File: config.mk
export PLATFORM = sky130hd
export DESIGN_NAME = velocity_gain_peak_calibrate
export DESIGN_NICKNAME = d
export VERILOG_FILES = /design/src/rtl/core/vgpc_pkg.sv /design/src/rtl/core/vgpc_serial_mul.sv /design/src/rtl/core/vgpc_serial_div.sv /design/src/rtl/core/velocity_gain_peak_calibrate.sv
export SDC_FILE = /design/constraint.sdc
export NUM_CORES = 1
export LEC_CHECK = 0
export BUFFER_PORTS_ARGS = -buffer_cell sky130_fd_sc_hd__buf_4
export CAP_MARGIN = 15
export CORE_MARGIN = 2
export CORE_UTILIZATION = 60
export DETAILED_ROUTE_END_ITERATION = 8
export PLACE_DENSITY = 0.78
export SLEW_MARGIN = 10
export SYNTH_ARGS = -nofsm -noshare
export SYNTH_HDL_FRONTEND = slang
export SYNTH_SLANG_ARGS = --single-unit
File: constraint.sdc
create_clock -name clk -period 10.3 [get_ports clk]
set_clock_uncertainty 0.1 [all_clocks]
set_input_delay 2.06 -clock clk [delete_from_list [all_inputs] [get_ports clk]]
set_output_delay 2.06 -clock clk [all_outputs]
set_load 0.1 [all_outputs]
File: src/rtl/core/vgpc_pkg.sv
// Shared types and constants for the velocity gain and peak calibration block.
// Holds the request/result structs, the control state enum and the fixed-point constants.
// Used by vgpc_serial_mul, vgpc_serial_div and velocity_gain_peak_calibrate.
`default_nettype none

package vgpc_pkg;

    localparam int VEL_FRAC_BITS = 15;
    localparam int VEL_W         = 16;
    localparam int GAIN_W        = 16;
    localparam int MUL_W         = 16;
    localparam int PROD_W        = 2 * MUL_W;
    localparam int GAIN1_FRAC    = 12;
    localparam int GAIN2_FRAC    = 13;

    localparam logic [63:0] VEL_ONE = 64'd1 << VEL_FRAC_BITS;
    localparam logic [PROD_W-1:0] VEL_LIMIT =
        (VEL_ONE > 64'd65535) ? PROD_W'(65535) : PROD_W'(VEL_ONE);

    // The divisor must hold the quarter value even for wide fraction settings.
    localparam int DVS_W = (VEL_FRAC_BITS - 1 > GAIN_W) ? VEL_FRAC_BITS - 1 : GAIN_W;
    localparam logic [DVS_W-1:0] VEL_QUARTER = DVS_W'(VEL_ONE >> 2);

    // Reciprocal numerator is 1.0 in velocity format shifted into Q3.13.
    localparam logic [63:0] RECIP_NUM = VEL_ONE << GAIN2_FRAC;
    localparam logic [DVS_W-1:0] DIV_REM_INIT = DVS_W'(RECIP_NUM >> GAIN_W);
    localparam logic [GAIN_W-1:0] DIV_LOW_BITS = RECIP_NUM[GAIN_W-1:0];

    localparam logic [GAIN_W-1:0] FIXED_GAIN_RESET = 16'd4096;
    localparam logic [GAIN_W-1:0] RECIP_RESET      = 16'd8192;
    localparam logic [GAIN_W-1:0] RECIP_MAX        = 16'd32768;

    localparam logic OP_HAMMER = 1'b0;
    localparam logic OP_DAMPER = 1'b1;

    typedef struct packed {
        logic             opcode;
        logic [VEL_W-1:0] velocity_in;
        logic             key_event;
        logic             peak_switch;
        logic             frame_start;
    } vgpc_req_t;

    typedef struct packed {
        logic [VEL_W-1:0] velocity_out;
        logic             was_clamped;
    } vgpc_res_t;

    typedef struct packed {
        logic             start;
        logic [MUL_W-1:0] mcand;
        logic [MUL_W-1:0] mplier;
    } vgpc_mul_req_t;

    typedef struct packed {
        logic             start;
        logic [DVS_W-1:0] divisor;
    } vgpc_div_req_t;

    typedef enum logic [2:0] {
        ST_IDLE,
        ST_DIV,
        ST_MUL1,
        ST_MUL2,
        ST_DONE
    } vgpc_state_t;

endpackage

`default_nettype wire

File: src/rtl/core/vgpc_serial_mul.sv
// Bit-serial shift-add multiplier, one multiplier bit per cycle.
// Depends on vgpc_pkg for widths and the start request struct.
`default_nettype none

module vgpc_serial_mul
    import vgpc_pkg::*;
(
    input  wire logic               clk,
    input  wire logic               rst_n,
    input  wire vgpc_mul_req_t      mreq,
    output logic                    done,
    output logic [PROD_W-1:0]       product
);

    localparam int CNT_W = $clog2(MUL_W);

    logic              busy_reg, busy_next;
    logic              done_reg, done_next;
    logic [CNT_W-1:0]  cnt_reg, cnt_next;
    logic [MUL_W-1:0]  mcand_reg, mcand_next;
    logic [PROD_W-1:0] prod_reg, prod_next;
    logic [MUL_W:0]    sum;

    // The low half holds the remaining multiplier bits; the high half accumulates.
    assign sum = {1'b0, prod_reg[PROD_W-1:MUL_W]} + (prod_reg[0] ? {1'b0, mcand_reg} : '0);

    always_comb
    begin
        busy_next  = busy_reg;
        done_next  = 1'b0;
        cnt_next   = cnt_reg;
        mcand_next = mcand_reg;
        prod_next  = prod_reg;
        if (mreq.start)
        begin
            busy_next  = 1'b1;
            cnt_next   = CNT_W'(MUL_W - 1);
            mcand_next = mreq.mcand;
            prod_next  = {{MUL_W{1'b0}}, mreq.mplier};
        end
        else if (busy_reg)
        begin
            prod_next = {sum, prod_reg[MUL_W-1:1]};
            cnt_next  = cnt_reg - 1'b1;
            if (cnt_reg == '0)
            begin
                busy_next = 1'b0;
                done_next = 1'b1;
            end
        end
    end

    always_ff @(posedge clk or negedge rst_n)
    begin
        if (!rst_n)
        begin
            busy_reg <= 1'b0;
            done_reg <= 1'b0;
            cnt_reg  <= '0;
        end
        else
        begin
            busy_reg <= busy_next;
            done_reg <= done_next;
            cnt_reg  <= cnt_next;
        end
    end

    always_ff @(posedge clk)
    begin
        mcand_reg <= mcand_next;
        prod_reg  <= prod_next;
    end

    assign done    = done_reg;
    assign product = prod_reg;

endmodule

`default_nettype wire

File: src/rtl/core/vgpc_serial_div.sv
// Restoring divider producing the Q3.13 reciprocal gain, one quotient bit per cycle.
// Depends on vgpc_pkg for the numerator constants and the start request struct.
`default_nettype none

module vgpc_serial_div
    import vgpc_pkg::*;
(
    input  wire logic               clk,
    input  wire logic               rst_n,
    input  wire vgpc_div_req_t      dreq,
    output logic                    done,
    output logic [GAIN_W-1:0]       quotient
);

    localparam int CNT_W = $clog2(GAIN_W);

    logic              busy_reg, busy_next;
    logic              done_reg, done_next;
    logic [CNT_W-1:0]  cnt_reg, cnt_next;
    logic [DVS_W-1:0]  dvs_reg, dvs_next;
    logic [DVS_W-1:0]  rem_reg, rem_next;
    logic [GAIN_W-1:0] sh_reg, sh_next;
    logic [DVS_W:0]    trial;
    logic [DVS_W+1:0]  diff;
    logic              fits;

    // The upper numerator bits start below the divisor, so only the low
    // numerator bits are shifted through; they leave as quotient bits enter.
    assign trial = {rem_reg, sh_reg[GAIN_W-1]};
    assign diff  = {1'b0, trial} - {2'b00, dvs_reg};
    assign fits  = !diff[DVS_W+1];

    always_comb
    begin
        busy_next = busy_reg;
        done_next = 1'b0;
        cnt_next  = cnt_reg;
        dvs_next  = dvs_reg;
        rem_next  = rem_reg;
        sh_next   = sh_reg;
        if (dreq.start)
        begin
            busy_next = 1'b1;
            cnt_next  = CNT_W'(GAIN_W - 1);
            dvs_next  = dreq.divisor;
            rem_next  = DIV_REM_INIT;
            sh_next   = DIV_LOW_BITS;
        end
        else if (busy_reg)
        begin
            rem_next = fits ? diff[DVS_W-1:0] : trial[DVS_W-1:0];
            sh_next  = {sh_reg[GAIN_W-2:0], fits};
            cnt_next = cnt_reg - 1'b1;
            if (cnt_reg == '0)
            begin
                busy_next = 1'b0;
                done_next = 1'b1;
            end
        end
    end

    always_ff @(posedge clk or negedge rst_n)
    begin
        if (!rst_n)
        begin
            busy_reg <= 1'b0;
            done_reg <= 1'b0;
            cnt_reg  <= '0;
        end
        else
        begin
            busy_reg <= busy_next;
            done_reg <= done_next;
            cnt_reg  <= cnt_next;
        end
    end

    always_ff @(posedge clk)
    begin
        dvs_reg <= dvs_next;
        rem_reg <= rem_next;
        sh_reg  <= sh_next;
    end

    assign done     = done_reg;
    assign quotient = sh_reg;

endmodule

`default_nettype wire

File: src/rtl/core/velocity_gain_peak_calibrate.sv
// Key velocity scaling with fixed gain, peak calibration and reciprocal gain.
// Depends on vgpc_pkg, vgpc_serial_mul and vgpc_serial_div.
//
// Usage:
//   A request on req_valid/req_ready carries one key item; one result leaves on
//   res_valid/res_ready for every request, in order. The user must write the fixed
//   gain through cfg_we/cfg_wdata only while no request is in flight; the block
//   itself does not enforce this. One request is worked on at a time; req_ready
//   is high only while idle. A single bit-serial multiplier does both scaling
//   stages, and a bit-serial divider forms the reciprocal when a hammer
//   frame-start item sees the calibration switch released with a peak found.
//   The next request is taken the cycle after the result is registered.
//   Reset clears the switch history and the peak, loads a reciprocal of 1.0
//   and a fixed gain of 1.0. A stalled receiver holds the result in the
//   output register; a new request is still accepted, and its own result
//   waits until the output register is free.
`default_nettype none

module velocity_gain_peak_calibrate
    import vgpc_pkg::*;
(
    input  wire logic              clk,
    input  wire logic              rst_n,
    input  wire logic              req_valid,
    output logic                   req_ready,
    input  wire vgpc_req_t         req_data,
    output logic                   res_valid,
    input  wire logic              res_ready,
    output vgpc_res_t              res_data,
    input  wire logic              cfg_we,
    input  wire logic [GAIN_W-1:0] cfg_wdata
);

    vgpc_state_t       state_reg, state_next;
    vgpc_req_t         item_reg, item_next;
    logic [GAIN_W-1:0] fixed_gain_reg, fixed_gain_next;
    logic              prev_sw_reg, prev_sw_next;
    logic              peak_found_reg, peak_found_next;
    logic              tracking_reg, tracking_next;
    logic [VEL_W-1:0]  peak_reg, peak_next;
    logic [GAIN_W-1:0] recip_reg, recip_next;
    logic [VEL_W-1:0]  vel_reg, vel_next;
    logic              flag_reg, flag_next;
    logic              res_valid_reg, res_valid_next;
    vgpc_res_t         res_reg, res_next;

    vgpc_mul_req_t     mreq;
    logic              mul_done;
    logic [PROD_W-1:0] mul_product;
    vgpc_div_req_t     dreq;
    logic              div_done;
    logic [GAIN_W-1:0] div_quot;

    logic [PROD_W-1:0] sh1, sh2;
    logic              clamp1, clamp2;
    logic [VEL_W-1:0]  p1, p2;
    logic [DVS_W-1:0]  peak_wide, divisor_now;
    logic              scale_go;
    vgpc_req_t         scale_item;
    logic              rise, fall;

    vgpc_serial_mul u_mul (
        .clk     (clk),
        .rst_n   (rst_n),
        .mreq    (mreq),
        .done    (mul_done),
        .product (mul_product)
    );

    vgpc_serial_div u_div (
        .clk      (clk),
        .rst_n    (rst_n),
        .dreq     (dreq),
        .done     (div_done),
        .quotient (div_quot)
    );

    assign sh1    = mul_product >> GAIN1_FRAC;
    assign sh2    = mul_product >> GAIN2_FRAC;
    assign clamp1 = sh1 > VEL_LIMIT;
    assign clamp2 = sh2 > VEL_LIMIT;
    assign p1     = clamp1 ? VEL_LIMIT[VEL_W-1:0] : sh1[VEL_W-1:0];
    assign p2     = clamp2 ? VEL_LIMIT[VEL_W-1:0] : sh2[VEL_W-1:0];

    assign peak_wide   = DVS_W'(peak_reg);
    assign divisor_now = (peak_wide < VEL_QUARTER) ? VEL_QUARTER : peak_wide;

    assign rise = req_data.peak_switch && !prev_sw_reg;
    assign fall = !req_data.peak_switch && prev_sw_reg;

    assign req_ready = (state_reg == ST_IDLE);

    always_comb
    begin
        state_next      = state_reg;
        item_next       = item_reg;
        fixed_gain_next = fixed_gain_reg;
        prev_sw_next    = prev_sw_reg;
        peak_found_next = peak_found_reg;
        tracking_next   = tracking_reg;
        peak_next       = peak_reg;
        recip_next      = recip_reg;
        vel_next        = vel_reg;
        flag_next       = flag_reg;
        res_valid_next  = res_valid_reg;
        res_next        = res_reg;
        mreq            = '0;
        dreq            = '0;
        scale_go        = 1'b0;
        scale_item      = item_reg;

        if (cfg_we)
        begin
            fixed_gain_next = cfg_wdata;
        end

        if (res_valid_reg && res_ready)
        begin
            res_valid_next = 1'b0;
        end

        case (state_reg)
            ST_IDLE:
            begin
                if (req_valid)
                begin
                    item_next  = req_data;
                    vel_next   = req_data.velocity_in;
                    flag_next  = 1'b0;
                    scale_item = req_data;
                    scale_go   = 1'b1;
                    if (req_data.opcode == OP_HAMMER && req_data.frame_start)
                    begin
                        if (rise)
                        begin
                            peak_found_next = 1'b0;
                            peak_next       = '0;
                        end
                        tracking_next = req_data.peak_switch && prev_sw_reg;
                        prev_sw_next  = req_data.peak_switch;
                        // The reciprocal must be ready before this item's scaling.
                        if (fall && peak_found_reg)
                        begin
                            dreq.start   = 1'b1;
                            dreq.divisor = divisor_now;
                            scale_go     = 1'b0;
                            state_next   = ST_DIV;
                        end
                    end
                end
            end
            ST_DIV:
            begin
                if (div_done)
                begin
                    recip_next = div_quot;
                    scale_go   = 1'b1;
                end
            end
            ST_MUL1:
            begin
                if (mul_done)
                begin
                    vel_next  = p1;
                    flag_next = clamp1;
                    if (item_reg.opcode == OP_DAMPER)
                    begin
                        state_next = ST_DONE;
                    end
                    else
                    begin
                        if (tracking_reg && p1 > peak_reg)
                        begin
                            peak_next       = p1;
                            peak_found_next = 1'b1;
                        end
                        mreq.start  = 1'b1;
                        mreq.mcand  = p1;
                        mreq.mplier = recip_reg;
                        state_next  = ST_MUL2;
                    end
                end
            end
            ST_MUL2:
            begin
                if (mul_done)
                begin
                    vel_next   = p2;
                    flag_next  = flag_reg || clamp2;
                    state_next = ST_DONE;
                end
            end
            ST_DONE:
            begin
                if (!res_valid_reg || res_ready)
                begin
                    res_next.velocity_out = vel_reg;
                    res_next.was_clamped  = flag_reg;
                    res_valid_next        = 1'b1;
                    state_next            = ST_IDLE;
                end
            end
            default:
            begin
                state_next = ST_IDLE;
            end
        endcase

        if (scale_go)
        begin
            if (scale_item.key_event)
            begin
                mreq.start  = 1'b1;
                mreq.mcand  = scale_item.velocity_in;
                mreq.mplier = fixed_gain_reg;
                state_next  = ST_MUL1;
            end
            else
            begin
                state_next = ST_DONE;
            end
        end
    end

    always_ff @(posedge clk or negedge rst_n)
    begin
        if (!rst_n)
        begin
            state_reg      <= ST_IDLE;
            fixed_gain_reg <= FIXED_GAIN_RESET;
            prev_sw_reg    <= 1'b0;
            peak_found_reg <= 1'b0;
            tracking_reg   <= 1'b0;
            peak_reg       <= '0;
            recip_reg      <= RECIP_RESET;
            res_valid_reg  <= 1'b0;
        end
        else
        begin
            state_reg      <= state_next;
            fixed_gain_reg <= fixed_gain_next;
            prev_sw_reg    <= prev_sw_next;
            peak_found_reg <= peak_found_next;
            tracking_reg   <= tracking_next;
            peak_reg       <= peak_next;
            recip_reg      <= recip_next;
            res_valid_reg  <= res_valid_next;
        end
    end

    always_ff @(posedge clk)
    begin
        item_reg <= item_next;
        vel_reg  <= vel_next;
        flag_reg <= flag_next;
        res_reg  <= res_next;
    end

    assign res_valid = res_valid_reg;
    assign res_data  = res_reg;

    a_mul_done_in_mul_state: assert property (@(posedge clk) disable iff (!rst_n)
        mul_done |-> (state_reg == ST_MUL1 || state_reg == ST_MUL2))
        else $error("multiplier finished outside a multiply state");

    a_div_done_in_div_state: assert property (@(posedge clk) disable iff (!rst_n)
        div_done |-> (state_reg == ST_DIV))
        else $error("divider finished outside the divide state");

    a_recip_range: assert property (@(posedge clk) disable iff (!rst_n)
        recip_reg <= RECIP_MAX)
        else $error("reciprocal gain above its maximum");

    a_peak_implies_found: assert property (@(posedge clk) disable iff (!rst_n)
        (peak_reg != '0) |-> peak_found_reg)
        else $error("nonzero peak without peak found");

    a_clamped_at_limit: assert property (@(posedge clk) disable iff (!rst_n)
        (res_valid_reg && res_reg.was_clamped && !$past(res_valid_reg))
            |-> (res_reg.velocity_out == VEL_LIMIT[VEL_W-1:0]))
        else $error("clamped result not at the limit");

endmodule

`default_nettype wire
### Word-level counts from Yosys, hierarchy flattened

Cells that the tools add are included.

| cells by class | value |
|---|---|
| $add $sub $neg | 4 |
| multipliers | 0 |
| div/mod/pow operators | 0 |
| magnitude comparators | 4 |
| equal/unequal tests | 18 |
| shift-type cells | 0 |
| mux-type cells | 74 |
| bitwise gates (word level) | 5 |
| reduce and logical (&&, ||, !) cells | 29 |

Operators by type and width:

| kind | number |
|---|---|
| $mux 16 | 16 |
| $mux 33 | 5 |
| $mux 17 | 4 |
| $pmux 16 s3 | 1 |
| $mux 19 | 2 |
| $pmux 16 s2 | 1 |
| $mux 1 | 28 |
| $mux 3 | 9 |
| $gt 20x16->1 const B | 1 |
| $gt 19x16->1 const B | 1 |
| $sub 17x16->18 | 1 |
| $add 16x16->17 | 1 |
| $gt 16x16->1 | 1 |
| $lt 16x14->1 const B | 1 |
| $mux 4 | 4 |
| $pmux 3 s5 | 1 |
| $reduce_and 7->1 | 2 |
| $ne 3x2->1 const B | 3 |
| $logic_not 4->1 | 2 |
| $ne 2x1->1 const B | 4 |
| $ne 2x2->1 const B | 4 |
| $reduce_and 4->1 | 2 |
| $sub 4x1->4 const B | 2 |
| $logic_and 1x1->1 | 7 |
| 16 further kinds | 31 |

| storage, ports and cells | value |
|---|---|
| bits in registers | 217 |
| latch bits | 0 |
| bits in writable memories | 0 |
| bits in read-only memories | 0 |
| input bits | 41 |
| output and inout bits | 19 |
| logic and storage cells | 164 |
| memories kept | 0 |

### Logic depth before layout (Yosys ltp)

Gate-level depths: netlist of the first run.

| depth | value |
|---|---|
| word-level depth | 9 |
| mapped depth | 17 |
| mapped depth without buffers | 14 |

### By module

Synthesis of the first run repeated with hierarchy kept, for this count alone.

| second synthesis, totals | value |
|---|---|
| cells, all modules | 1018 |
| area, all modules | 10960.5 µm² |

By module, submodules not included:

| module | instances | cells each | area an instance (µm²) | seq. area each (µm²) |
|---|---|---|---|---|
| velocity_gain_peak_calibrate | 1 | 460 | 5165.0 | 2770.2 |
| vgpc_serial_div | 1 | 302 | 2919.0 | 1271.2 |
| vgpc_serial_mul | 1 | 256 | 2876.5 | 1431.4 |

### Worst setup path before layout of the first run

No wires, ideal clock.

| timing path | value |
|---|---|
| kind | register to output |
| start point | reg state_reg[0] |
| end point | out req_ready |
| data arrival time | 2.621 ns |
| required time | 8.140 ns |
| path slack | 5.519 ns |
| cell stages (with the launch flop) | 3 |
| path buffers | 1 |
| cells stage by stage | dfrtp_1 -> buf_2 -> nor3_1 |

| between the ends | value |
|---|---|
| word-level cells in the longest chain between the ends | 1 |

Ends and longest elaborated chain:

| element | RTL line | text |
|---|---|---|
| start, declared | velocity_gain_peak_calibrate.sv:34 | `vgpc_state_t state_reg, state_next;` |
| start signal, assigned | velocity_gain_peak_calibrate.sv:240 | `state_reg <= state_next;` |
| $logic_not 3->1 | velocity_gain_peak_calibrate.sv:91 | `assign req_ready = (state_reg == ST_IDLE);` |
| end, declared | velocity_gain_peak_calibrate.sv:25 | `output logic req_ready,` |

No other way between the ends.

### Worst setup path after layout of the first run

| timing path | value |
|---|---|
| start point | reg u_mul.prod_reg[13] (netlist: u_mul.product[13]) |
| end point | reg peak_reg[4] |

| between the ends | value |
|---|---|
| word-level cells in the longest chain between the ends | 6 |
| elaborated cells between the ends (all ways) | 10 |
| those cells by class | 2 x order compare; 1 x eq/ne; 5 x mux; 2 x reduce/logical |

Ends and longest elaborated chain:

| element | RTL line | text |
|---|---|---|
| start, declared | vgpc_serial_mul.sv:21 | `logic [PROD_W-1:0] prod_reg, prod_next;` |
| start signal, assigned | vgpc_serial_mul.sv:72 | `prod_reg <= prod_next;` |
| $gt 20x16->1 | velocity_gain_peak_calibrate.sv:80 | `assign clamp1 = sh1 > VEL_LIMIT;` |
| $mux 16 * | velocity_gain_peak_calibrate.sv:82 | `assign p1 = clamp1 ? VEL_LIMIT[VEL_W-1:0] : sh1[VEL_W-1:0];` |
| $gt 16x16->1 or $mux 16 (tied branches) | velocity_gain_peak_calibrate.sv:172 | `if (tracking_reg && p1 > peak_reg)` |
| $logic_and 1x1->1 or $mux 16 (tied branches) | velocity_gain_peak_calibrate.sv:172, velocity_gain_peak_calibrate.sv:166 |  |
| $ne 2x2->1 (no line) or $mux 16 (tied branches) | - |  |
| $reduce_and 7->1 (no line) or $pmux 16 s2 (tied branches) | - |  |
| end signal, assigned | velocity_gain_peak_calibrate.sv:245 | `peak_reg <= peak_next;` |
| end, declared | velocity_gain_peak_calibrate.sv:40 | `logic [VEL_W-1:0] peak_reg, peak_next;` |

Mark *: on every way between the ends. The rest lies on a longest branch, timed or not. The select of a mux whose other input is x is not followed.
A chain may end at the register's enable or synchronous reset.

==> results of run 1 <==
-- placed cells by master, fill, tap and decap left out, types with 17 or more instances in the layout --
master / synthesis / layout
nand2_1: 126 / 126
edfxtp_1: 83 / 83
o21ai_0: 69 / 69
inv_1: 67 / 67
buf_4: 0 / 66
dfxtp_1: 65 / 65
dfrtp_1: 65 / 64
nor2_1: 61 / 61
mux2_2: 51 / 51
ha_1: 50 / 50
a21oi_1: 36 / 36
and2_1: 32 / 32
mux2i_1: 28 / 28
clkbuf_16: 0 / 24
xnor2_1: 17 / 17
-- logic make-up after synthesis --
kind of cell / Yosys count / synth area share
and+or+nand+nor: 296 / 0.1308
AOI/OAI and AO/OA: 229 / 0.1480
DFF: 215 / 0.5118
buffers and inverters: 116 / 0.04680
muxes: 79 / 0.07991
adders and majority gates: 52 / 0.06224
xor gates and xnor gates: 25 / 0.02048
-- path summary, 6_finish.rpt --
path / start / to / slack (ns) / cells after the start
max: u_mul.product[13]$_DFFE_PP_ / peak_reg[4]$_DFFE_PN0P_ / 6.01 / 14
min: vel_reg[8]$_DFFE_PP_ / res_data[9]$_DFFE_PP_ / 0.32 / 0
max reg2reg: u_mul.product[13]$_DFFE_PP_ / peak_reg[4]$_DFFE_PN0P_ / 6.01 / 14
min reg2reg: vel_reg[8]$_DFFE_PP_ / res_data[9]$_DFFE_PP_ / 0.32 / 0
max in group asynchronous: rst_n / u_div.busy_reg$_DFF_PN0_ / 7.92 / 1
min in group asynchronous: rst_n / fixed_gain_reg[7]$_DFFE_PN0P_ / 1.57 / 1
-- per-layer routing --
metal,GRT usage,part of all wire,vias up
met5,0,0,-
met3,0.03274,0.056,44
met4,0.08763,0.023,0
met2,0.4190,0.48,231
li1,-,-,3726
met1,0.3596,0.44,3729
-- power by group --
part           leakage [nW]  internal [mW]  switching, mW
clock                 0.402          0.564          0.330
sequential             2.14           1.10          0.158
combinational          2.72          0.373          0.602
-- critical path, cell delays in order (launching register included) --
cell       delay (ns)
edfxtp_1         0.49
nor4_1           0.26
nand4_1          0.14
o21ai_0          0.15
and2_1           0.77
nand2_1          0.18
inv_1            0.14
ha_1             0.25
a21o_1           0.18
a21o_1           0.17
a211o_1          0.30
o211ai_2         0.06
o2111ai_1        0.15
a21boi_2         0.62
a22o_2           0.26
-- cells in the mapped netlist, types with 6 or more instances --
master,instances
nand2_1,126
edfxtp_1,83
o21ai_0,69
inv_1,67
dfrtp_1,65
dfxtp_1,65
nor2_1,61
mux2_2,51
ha_1,50
a21oi_1,36
and2_1,32
mux2i_1,28
clkbuf_1,25
xnor2_1,17
a22oi_1,16
a22o_2,15
a32oi_1,15
buf_2,13
a21o_1,12
nand3_1,11
nor3_1,10
o21a_1,10
a211oi_1,9
nor4_1,9
nand4_1,8
nor2b_1,8
xor2_1,8
and3_1,6
-- metrics by stage --
step	worst slack, ns	util	power [mW]
6_report	6.013	0.6968	3.131
5_1_grt	5.693	0.6968	3.292
3_3_place_gp	5.639	0.6484	2.193
4_1_cts	6.044	0.6959	3.127
3_5_place_dp	5.592	0.6484	2.228
2_1_floorplan	5.519	-	1.962
-- final cells by class --
cell class / instances / area, um2
flip-flops and latches: 215 / 5474
clock buffers: 30 / 643.1
multi-input cells: 681 / 4745
well taps: 225 / 281.5
clock inverters: 10 / 181.4
repair buffers: 67 / 510.5
inverters: 69 / 259.0
fillers: 1280 / 5263
==> parameters.txt, run 1 <==
Parameter                              Value

Critical path
  Worst Path Arrival    4.62 ns
  Endpoint kind of the worst setup timing path    flop
  Launching element type of the critical path    flop
  Crit path max fanout    29
  Category of the critical setup timing path    reg -> reg
  Required time at the worst-slack endpoint    10.64 ns

Logic synthesis
  Ys async rst share    0.3116
  Dominant synthesized flop cell    edfxtp_1
  Cell type contributing the most total cell area after synthesis    edfxtp_1
  Cell types occupying the most area after synthesis    edfxtp_1, dfrtp_1, dfxtp_1
  Register bit count reported by yosys    215
  Sequential area share after synthesis    0.5118
  Unique cell type count in the Yosys netlist    81
  Avg Cell Area, Syn    10.57 um2
  Cell count after synthesis    1012
  Combined area of all synthesized cells    10690 um2
  Number of enable-type register cells in the synthesized netlist    83
  Synthesized netlist net count    1105
  Yosys warnings    0
  Top cell type's share of synthesized area    0.2331

Drt
  DR vias/cell    5.960
  Wire length per cell after detailed routing    18.13 um
  Antenna-violating nets left    0
  Initial DRC Count    681
  Residual DRC    0
  Total length of routed wires    23.52 mm
  Number of vias after detailed routing    7730
  DR pass1 iterations    5

Timing
  Post-route fraction of the period consumed by the critical path    0.4162
  Number of failing hold endpoints at the final stage    0
  Measured slew at the worst slew-check pin    1.038 ns
  Maximum achievable frequency    233.3 MHz
  Final Max Slew Viols    0
  Final setup violation count    0
  Setup TNS    0 ns
  Min Clock Period, post-route    4.287 ns
  Relative slew slack    0.3080
  Unrepaired setup endpoints after global routing    false
  Final worst hold slack    0.3167 ns

Power and ir drop
  Reported leakage power    5.261 nW
  IR drop worst, VDD    0.2129 mV
  Pwr dens    258.9 nW/um2

Place
  Number of I/O port buffers    59
  Final HPWL DP    16.33 mm
  Final Wtd Congestion    0.8984
  Total placed cells including tap cells    1256
  Area after detailed placement    11250 um2

Clock tree
  Total CTS buffers    22
  Buffers from clock root to sink, at most    3
  CTS HTree Levels    1
  Clock latency at the later pin of the worst-skew pair    0.51 ns
  Count of cells resized by post-cts repair    0
  CTS clk-pin slew, worst paths    0.06 ns
  Number of setup buffers added after CTS    0
  Number of clock sinks seen by CTS    215
  Clock tree from TritonCTS    built
  Quantity of hold-fixing buffers added after cts    0
  CTS root buffer    clkbuf_16

Global routing
  Total routing resource utilization after global routing    0.2577
  Initial antenna violation count    0
  Overall overflow remaining after global route    0
  Largest net degree at the start of global routing    68
  First-pass GRT wire length    38.05 mm
  Number of global-route vias before repair    7484

Layout
  Max FFs per register    32
  Final cell area excluding filler cells    12090 um2
  Net count reported at finish    1149
  Share of cells above drive strength 1    0.1744
  Area Growth Syn to Fin    13.09%
  Count of antenna diodes in the layout    0
  Non-filler cells, final    1297

Floorplanning
  Chip Width    137.5 um
  Placeable core area    17360 um2
  Number of I/O pins    60
  Number of placement rows    48
  Initial core utilization    0.6161
  Height of the die    137.5 um
  Die area    18910 um2

Run
  Number of maximum-capacitance violations    0

Hold path
  Worst Hold Class    reg -> reg

Run status
  Run status    finished, final reports clean
Note: power is estimated with default switching activity, not from simulation.
==> inputs of run 2 (changes only) <==
==> constraint.sdc (replaced) <==
create_clock -name clk -period 4.31 [get_ports clk]
set_clock_uncertainty 0.1 [all_clocks]
set_input_delay 0.862 -clock clk [delete_from_list [all_inputs] [get_ports clk]]
set_output_delay 0.862 -clock clk [all_outputs]
set_load 0.1 [all_outputs]
==> parameters.txt, run 2 (same netlist as run 1, synthesis figures left out) <==
Parameter                              Value

Drt
  DR pass1 iterations    5
  Residual DRC    0
  Total length of routed wires    24.61 mm
  Number of vias after detailed routing    7865
  DR vias/cell    6.031
  Initial DRC Count    641
  Antenna-violating nets left    0
  Wire length per cell after detailed routing    18.87 um

Global routing
  Initial antenna violation count    0
  Overall overflow remaining after global route    0
  First-pass GRT wire length    39.13 mm
  Largest net degree at the start of global routing    68
  Total routing resource utilization after global routing    0.2662
  Number of global-route vias before repair    7518

Clock tree
  Quantity of hold-fixing buffers added after cts    0
  Number of clock sinks seen by CTS    215
  Total CTS buffers    23
  Count of cells resized by post-cts repair    0
  CTS clk-pin slew, worst paths    0.06 ns
  CTS root buffer    clkbuf_16
  Buffers from clock root to sink, at most    3
  Number of setup buffers added after CTS    0
  CTS HTree Levels    1
  Clock tree from TritonCTS    built
  Clock latency at the later pin of the worst-skew pair    0.51 ns

Layout
  Max FFs per register    32
  Final cell area excluding filler cells    12030 um2
  Count of antenna diodes in the layout    0
  Most common cell after layout, fill and taps aside    nand2_1
  Area Growth Syn to Fin    12.47%
  Net count reported at finish    1156
  Leading cell types in the layout, fill and taps excluded    nand2_1, edfxtp_1, buf_4, o21ai_0, inv_1
  Share of cells above drive strength 1    0.1742

Critical path
  Required time at the worst-slack endpoint    4.65 ns
  Crit path cell chain    nor4_1 > nand4_1 > o21ai_0 > and2_1 > nand2_1 > inv_1 > ha_1 > a21o_1 > a21o_1 > a211o_1 > o211ai_2 > o2111ai_1 > a21boi_2 > a22o_2
  Cell count of the worst reg-to-reg path    14
  R2r startpoint    u_mul.product[13]$_DFFE_PP_
  Launching element type of the critical path    flop
  Cell with the biggest individual delay on the critical path    a21boi_2
  Endpoint kind of the worst setup timing path    flop
  Worst Path Arrival    4.27 ns
  Register-to-register setup slack    0.38 ns
  Crit Reg-Reg Endpoint    peak_reg[5]$_DFFE_PN0P_
  Delay of the slowest cell on the worst path    0.65 ns
  Crit path max fanout    16
  Top cell by count, worst path    a21o_1
  Category of the critical setup timing path    reg -> reg

Power and ir drop
  Clock network power share    0.262
  IR drop worst, VDD    0.4631 mV
  Design internal power    4.690 mW
  Relative contribution of sequential cells to total power    0.403
  Switching Share    0.3590
  Switching component of the power    2.627 mW
  Reported leakage power    5.242 nW
  Pwr dens    608.4 nW/um2
  Power share of the combinational group    0.335

Place
  Final HPWL DP    17.16 mm
  Final Wtd Congestion    0.8938
  Area after detailed placement    11310 um2
  Number of I/O port buffers    59

Timing
  Final Max Slew Viols    0
  Maximum achievable frequency    254.7 MHz
  Unrepaired setup endpoints after global routing    false
  Relative slew slack    0.2500
  Number of failing hold endpoints at the final stage    0
  Measured slew at the worst slew-check pin    1.125 ns
  Final setup violation count    0
  Setup TNS    0 ns
  Post-route fraction of the period consumed by the critical path    0.9109
  Min Clock Period, post-route    3.926 ns

Floorplanning
  Initial core utilization    0.6161
  Placeable core area    17360 um2
  Chip Width    137.5 um
  Die area    18910 um2
  Number of I/O pins    60
  Height of the die    137.5 um
  Number of placement rows    48

Hold path
  Hold path endpoint    res_data[16]$_DFFE_PP_
  Cells on Worst Hold Path    0
  Worst Hold Launch    vel_reg[15]$_DFFE_PP_
  Worst Hold Class    reg -> reg

Run status
  Run status    finished, final reports clean

Run
  Number of maximum-capacitance violations    0
run 2: cell count changes in the layout (fill, tap and decap cells not counted):
cell        change
clkinv_4        -1
clkinvlp_4      -1
clkbuf_16       -1
bufinv_16       -3
buf_8           -1
clkbuf_1        +4
clkinv_1        +2
clkinv_2        +1
buf_4           +7
run 2: power groups by stage:
stage	sequential (mW)	clock, mW	combinational (mW)
floorplan	3.07	0	1.62
global placement	2.95	0	2.35
detailed placement	2.98	0	2.41
CTS	2.94	1.93	2.43
global route	2.99	2.01	2.69
finish	2.95	1.92	2.45
run 2: cell type report:
class	count	area [um2]
clock buffer	33	633.1
clock inverter	8	87.58
fill	1307	5329
inverter	69	259.0
multi-input combinational	681	4745
sequential	215	5474
tap	225	281.5
timing repair buffer	73	548.0
run 2: how the worst max path moves through the flow:
stage | from | endpoint | slack, ns | cells past startpoint
after floorplan | state_reg[0]$_DFFE_PN0P_ | req_ready | 0.73 | 2
after global placement | u_mul.product[13]$_DFFE_PP_ | peak_reg[6]$_DFFE_PN0P_ | 0.50 | 14
after detailed placement | u_mul.product[13]$_DFFE_PP_ | peak_reg[8]$_DFFE_PN0P_ | 0.48 | 14
after CTS | u_mul.product[13]$_DFFE_PP_ | peak_reg[8]$_DFFE_PN0P_ | 0.43 | 14
after global routing | u_mul.product[13]$_DFFE_PP_ | peak_reg[15]$_DFFE_PN0P_ | 0.06 | 14
final | u_mul.product[13]$_DFFE_PP_ | peak_reg[5]$_DFFE_PN0P_ | 0.38 | 14
run 2: worst max-delay path: cells and delay by family (launching register included):
family	cells	cell delay [ns]
AOI/OAI and AO/OA	8	1.91
and+or+nand+nor	4	1.03
DFF	1	0.45
adders and majority gates	1	0.25
buffers and inverters	1	0.12
run 2: layer usage:
layer / wire length [um] / track usage
met1: 11190 / 0.3920
met2: 11480 / 0.4234
met3: 1525 / 0.03238
met4: 409 / 0.06357
met5: 0 / 0
run 2: metrics by stage:
stage          instances  total power [mW]  hold WS [ns]    util  setup WS, ns
5_1_grt             1304             7.693        0.3269  0.6930       0.06454
3_5_place_dp        1263             5.383        0.3045  0.6515        0.4833
2_1_floorplan       1012             4.688        0.3003       -        0.7268
3_3_place_gp        1263             5.304        0.3017  0.6515        0.5045
4_1_cts             1304             7.302        0.3187  0.6930        0.4301
6_report            1304             7.317        0.3174  0.6930        0.3840
==> inputs of run 3 (changes only) <==
--- a/config.mk
+++ b/config.mk
@@ -14,4 +14,5 @@
 export SLEW_MARGIN = 10
 export SYNTH_ARGS = -nofsm -noshare
 export SYNTH_HDL_FRONTEND = slang
+export SYNTH_HIERARCHICAL = 1
 export SYNTH_SLANG_ARGS = --single-unit
==> parameters.txt, run 3 <==
Parameter                              Value

Run status
  Run status    finished, final reports clean

Drt
  DR pass1 iterations    5
  Total length of routed wires    26.63 mm
  Antenna-violating nets left    0
  Number of vias after detailed routing    8267
  Residual DRC    0
  Initial DRC Count    826
  Wire length per cell after detailed routing    20.13 um
  DR vias/cell    6.249

Logic synthesis
  Avg Cell Area, Syn    10.77 um2
  Top cell types by occurrence after synthesis    nand2_1, edfxtp_1, nor2_1
  Top cell type's share of synthesized area    0.2274
  Ys async rst share    0.3116
  Synthesized netlist net count    1111
  Sequential area share after synthesis    0.4993
  Unique cell type count in the Yosys netlist    92
  Dominant synthesized flop cell    edfxtp_1
  Yosys warnings    6
  Most repeated cell in the gate-level netlist after synthesis    nand2_1
  Number of enable-type register cells in the synthesized netlist    83
  Register bit count reported by yosys    215
  Cell type contributing the most total cell area after synthesis    edfxtp_1
  Cell types occupying the most area after synthesis    edfxtp_1, dfrtp_1, dfxtp_1
  Cell count after synthesis    1018
  Combined area of all synthesized cells    10960 um2

Layout
  Final cell area excluding filler cells    12510 um2
  Max FFs per register    32
  Share of cells above drive strength 1    0.1563
  Count of antenna diodes in the layout    0
  Area Growth Syn to Fin    14.17%
  Most common cell after layout, fill and taps aside    nand2_1
  Net count reported at finish    1169
  Leading cell types in the layout, fill and taps excluded    nand2_1, edfxtp_1, buf_4, nor2_1, dfxtp_1

Critical path
  Cell count of the worst reg-to-reg path    13
  Crit path max fanout    14
  Launching element type of the critical path    flop
  Register-to-register setup slack    0.40 ns
  Category of the critical setup timing path    reg -> reg
  Endpoint kind of the worst setup timing path    flop
  Required time at the worst-slack endpoint    4.66 ns
  Worst Path Arrival    4.27 ns

Clock tree
  Count of cells resized by post-cts repair    0
  Number of clock sinks seen by CTS    215
  Clock tree from TritonCTS    built
  Buffers from clock root to sink, at most    3
  Total CTS buffers    24
  Clock latency at the later pin of the worst-skew pair    0.52 ns
  CTS root buffer    clkbuf_16
  Number of setup buffers added after CTS    0
  CTS HTree Levels    1
  Quantity of hold-fixing buffers added after cts    0
  CTS clk-pin slew, worst paths    0.07 ns

Global routing
  Total routing resource utilization after global routing    0.2731
  Number of global-route vias before repair    7952
  Overall overflow remaining after global route    0
  Initial antenna violation count    1
  Largest net degree at the start of global routing    68
  First-pass GRT wire length    42.44 mm

Timing
  Post-route fraction of the period consumed by the critical path    0.9081
  Min Clock Period, post-route    3.914 ns
  Setup TNS    0 ns
  Final setup violation count    0
  Final Max Slew Viols    0
  Maximum achievable frequency    255.5 MHz
  Slack of the critical path    0.3962 ns
  Relative slew slack    0.3728
  Unrepaired setup endpoints after global routing    false
  Number of failing hold endpoints at the final stage    0
  Measured slew at the worst slew-check pin    0.9373 ns

Power and ir drop
  Power share of the combinational group    0.393
  Switching Share    0.3846
  Pwr dens    715.8 nW/um2
  IR drop worst, VDD    0.5229 mV
  Switching component of the power    3.445 mW
  Clock network power share    0.245
  Reported leakage power    5.464 nW
  Relative contribution of sequential cells to total power    0.362
  Design internal power    5.513 mW

Hold path
  Cells on Worst Hold Path    0
  Worst Hold Class    reg -> reg

Place
  Number of I/O port buffers    59
  Worst slack at placement    0.4579 ns
  Final HPWL DP    18.27 mm
  Final Wtd Congestion    0.9390
  Area after detailed placement    11650 um2

Floorplanning
  Number of I/O pins    60
  Height of the die    139.2 um
  Initial core utilization    0.6102
  Die area    19360 um2
  Placeable core area    17960 um2
  Chip Width    139.2 um
  Number of placement rows    49

Run
  Number of maximum-capacitance violations    0
run 3: logic make-up after synthesis:
kind of cell	Yosys count	share of synthesized area
and+or+nand+nor	323	0.1463
AOI/OAI and AO/OA	237	0.1687
DFF	215	0.4993
buffers and inverters	100	0.03858
muxes	70	0.06952
adders and majority gates	52	0.06073
xor gates and xnor gates	21	0.01678
run 3: per-layer routing:
metal | wire (um) | part of all wire | GRT usage
met1 | 11930 | 0.45 | 0.3927
met2 | 12220 | 0.46 | 0.4340
met3 | 1881 | 0.071 | 0.04662
met4 | 585 | 0.022 | 0.07230
met5 | 11 | 0.00041 | 0
run 3: worst max-delay path, cell delays in order, from the launching register on:
cell,delay [ns]
edfxtp_1,0.49
nor4_1,0.40
nand4_1,0.21
o21a_1,0.25
nor2_1,0.09
buf_4,0.18
and2_1,0.14
ha_1,0.16
nand4_2,0.14
or4_4,0.57
a21o_1,0.20
a31oi_4,0.19
and2_1,0.50
a22o_1,0.22
run 3: path summary, 6_finish.rpt:
kind	startpoint	endpoint
setup / recovery	u_mul/product[15]$_DFFE_PP_	peak_reg[10]$_DFFE_PN0P_
hold / removal	vel_reg[3]$_DFFE_PP_	res_data[4]$_DFFE_PP_
setup reg to reg	u_mul/product[15]$_DFFE_PP_	peak_reg[10]$_DFFE_PN0P_
hold reg to reg	vel_reg[3]$_DFFE_PP_	res_data[4]$_DFFE_PP_
max in group asynchronous	rst_n	u_div/busy_reg$_DFF_PN0_
min in group asynchronous	rst_n	recip_reg[15]$_DFFE_PN0P_
run 3: final cells by class:
class / count / area, um2
Multi-Input combinational cell: 703 / 5101
Inverter: 53 / 198.9
Clock buffer: 32 / 681.9
Tap cell: 229 / 286.5
Clock inverter: 12 / 177.7
Timing Repair Buffer: 79 / 593.1
Sequential cell: 215 / 5474
Fill cell: 1340 / 5450
run 3: stage by stage:
step,total power [mW],util,hold WS [ns],std cells
detailed placement,6.718,0.6485,0.3045,1279
floorplan,5.769,-,0.3003,1018
finish,8.957,0.6966,0.3177,1323
global route,9.448,0.6966,0.3261,1323
global placement,6.615,0.6485,0.3026,1279
CTS,8.924,0.6963,0.3184,1323
run 3: power groups by stage:
stage	registers, mW	logic (mW)	clock network [mW]
floorplan	3.33	2.43	0
finish	3.24	3.52	2.20
CTS	3.24	3.48	2.21
global placement	3.25	3.37	0
detailed placement	3.27	3.45	0
global route	3.31	3.85	2.29
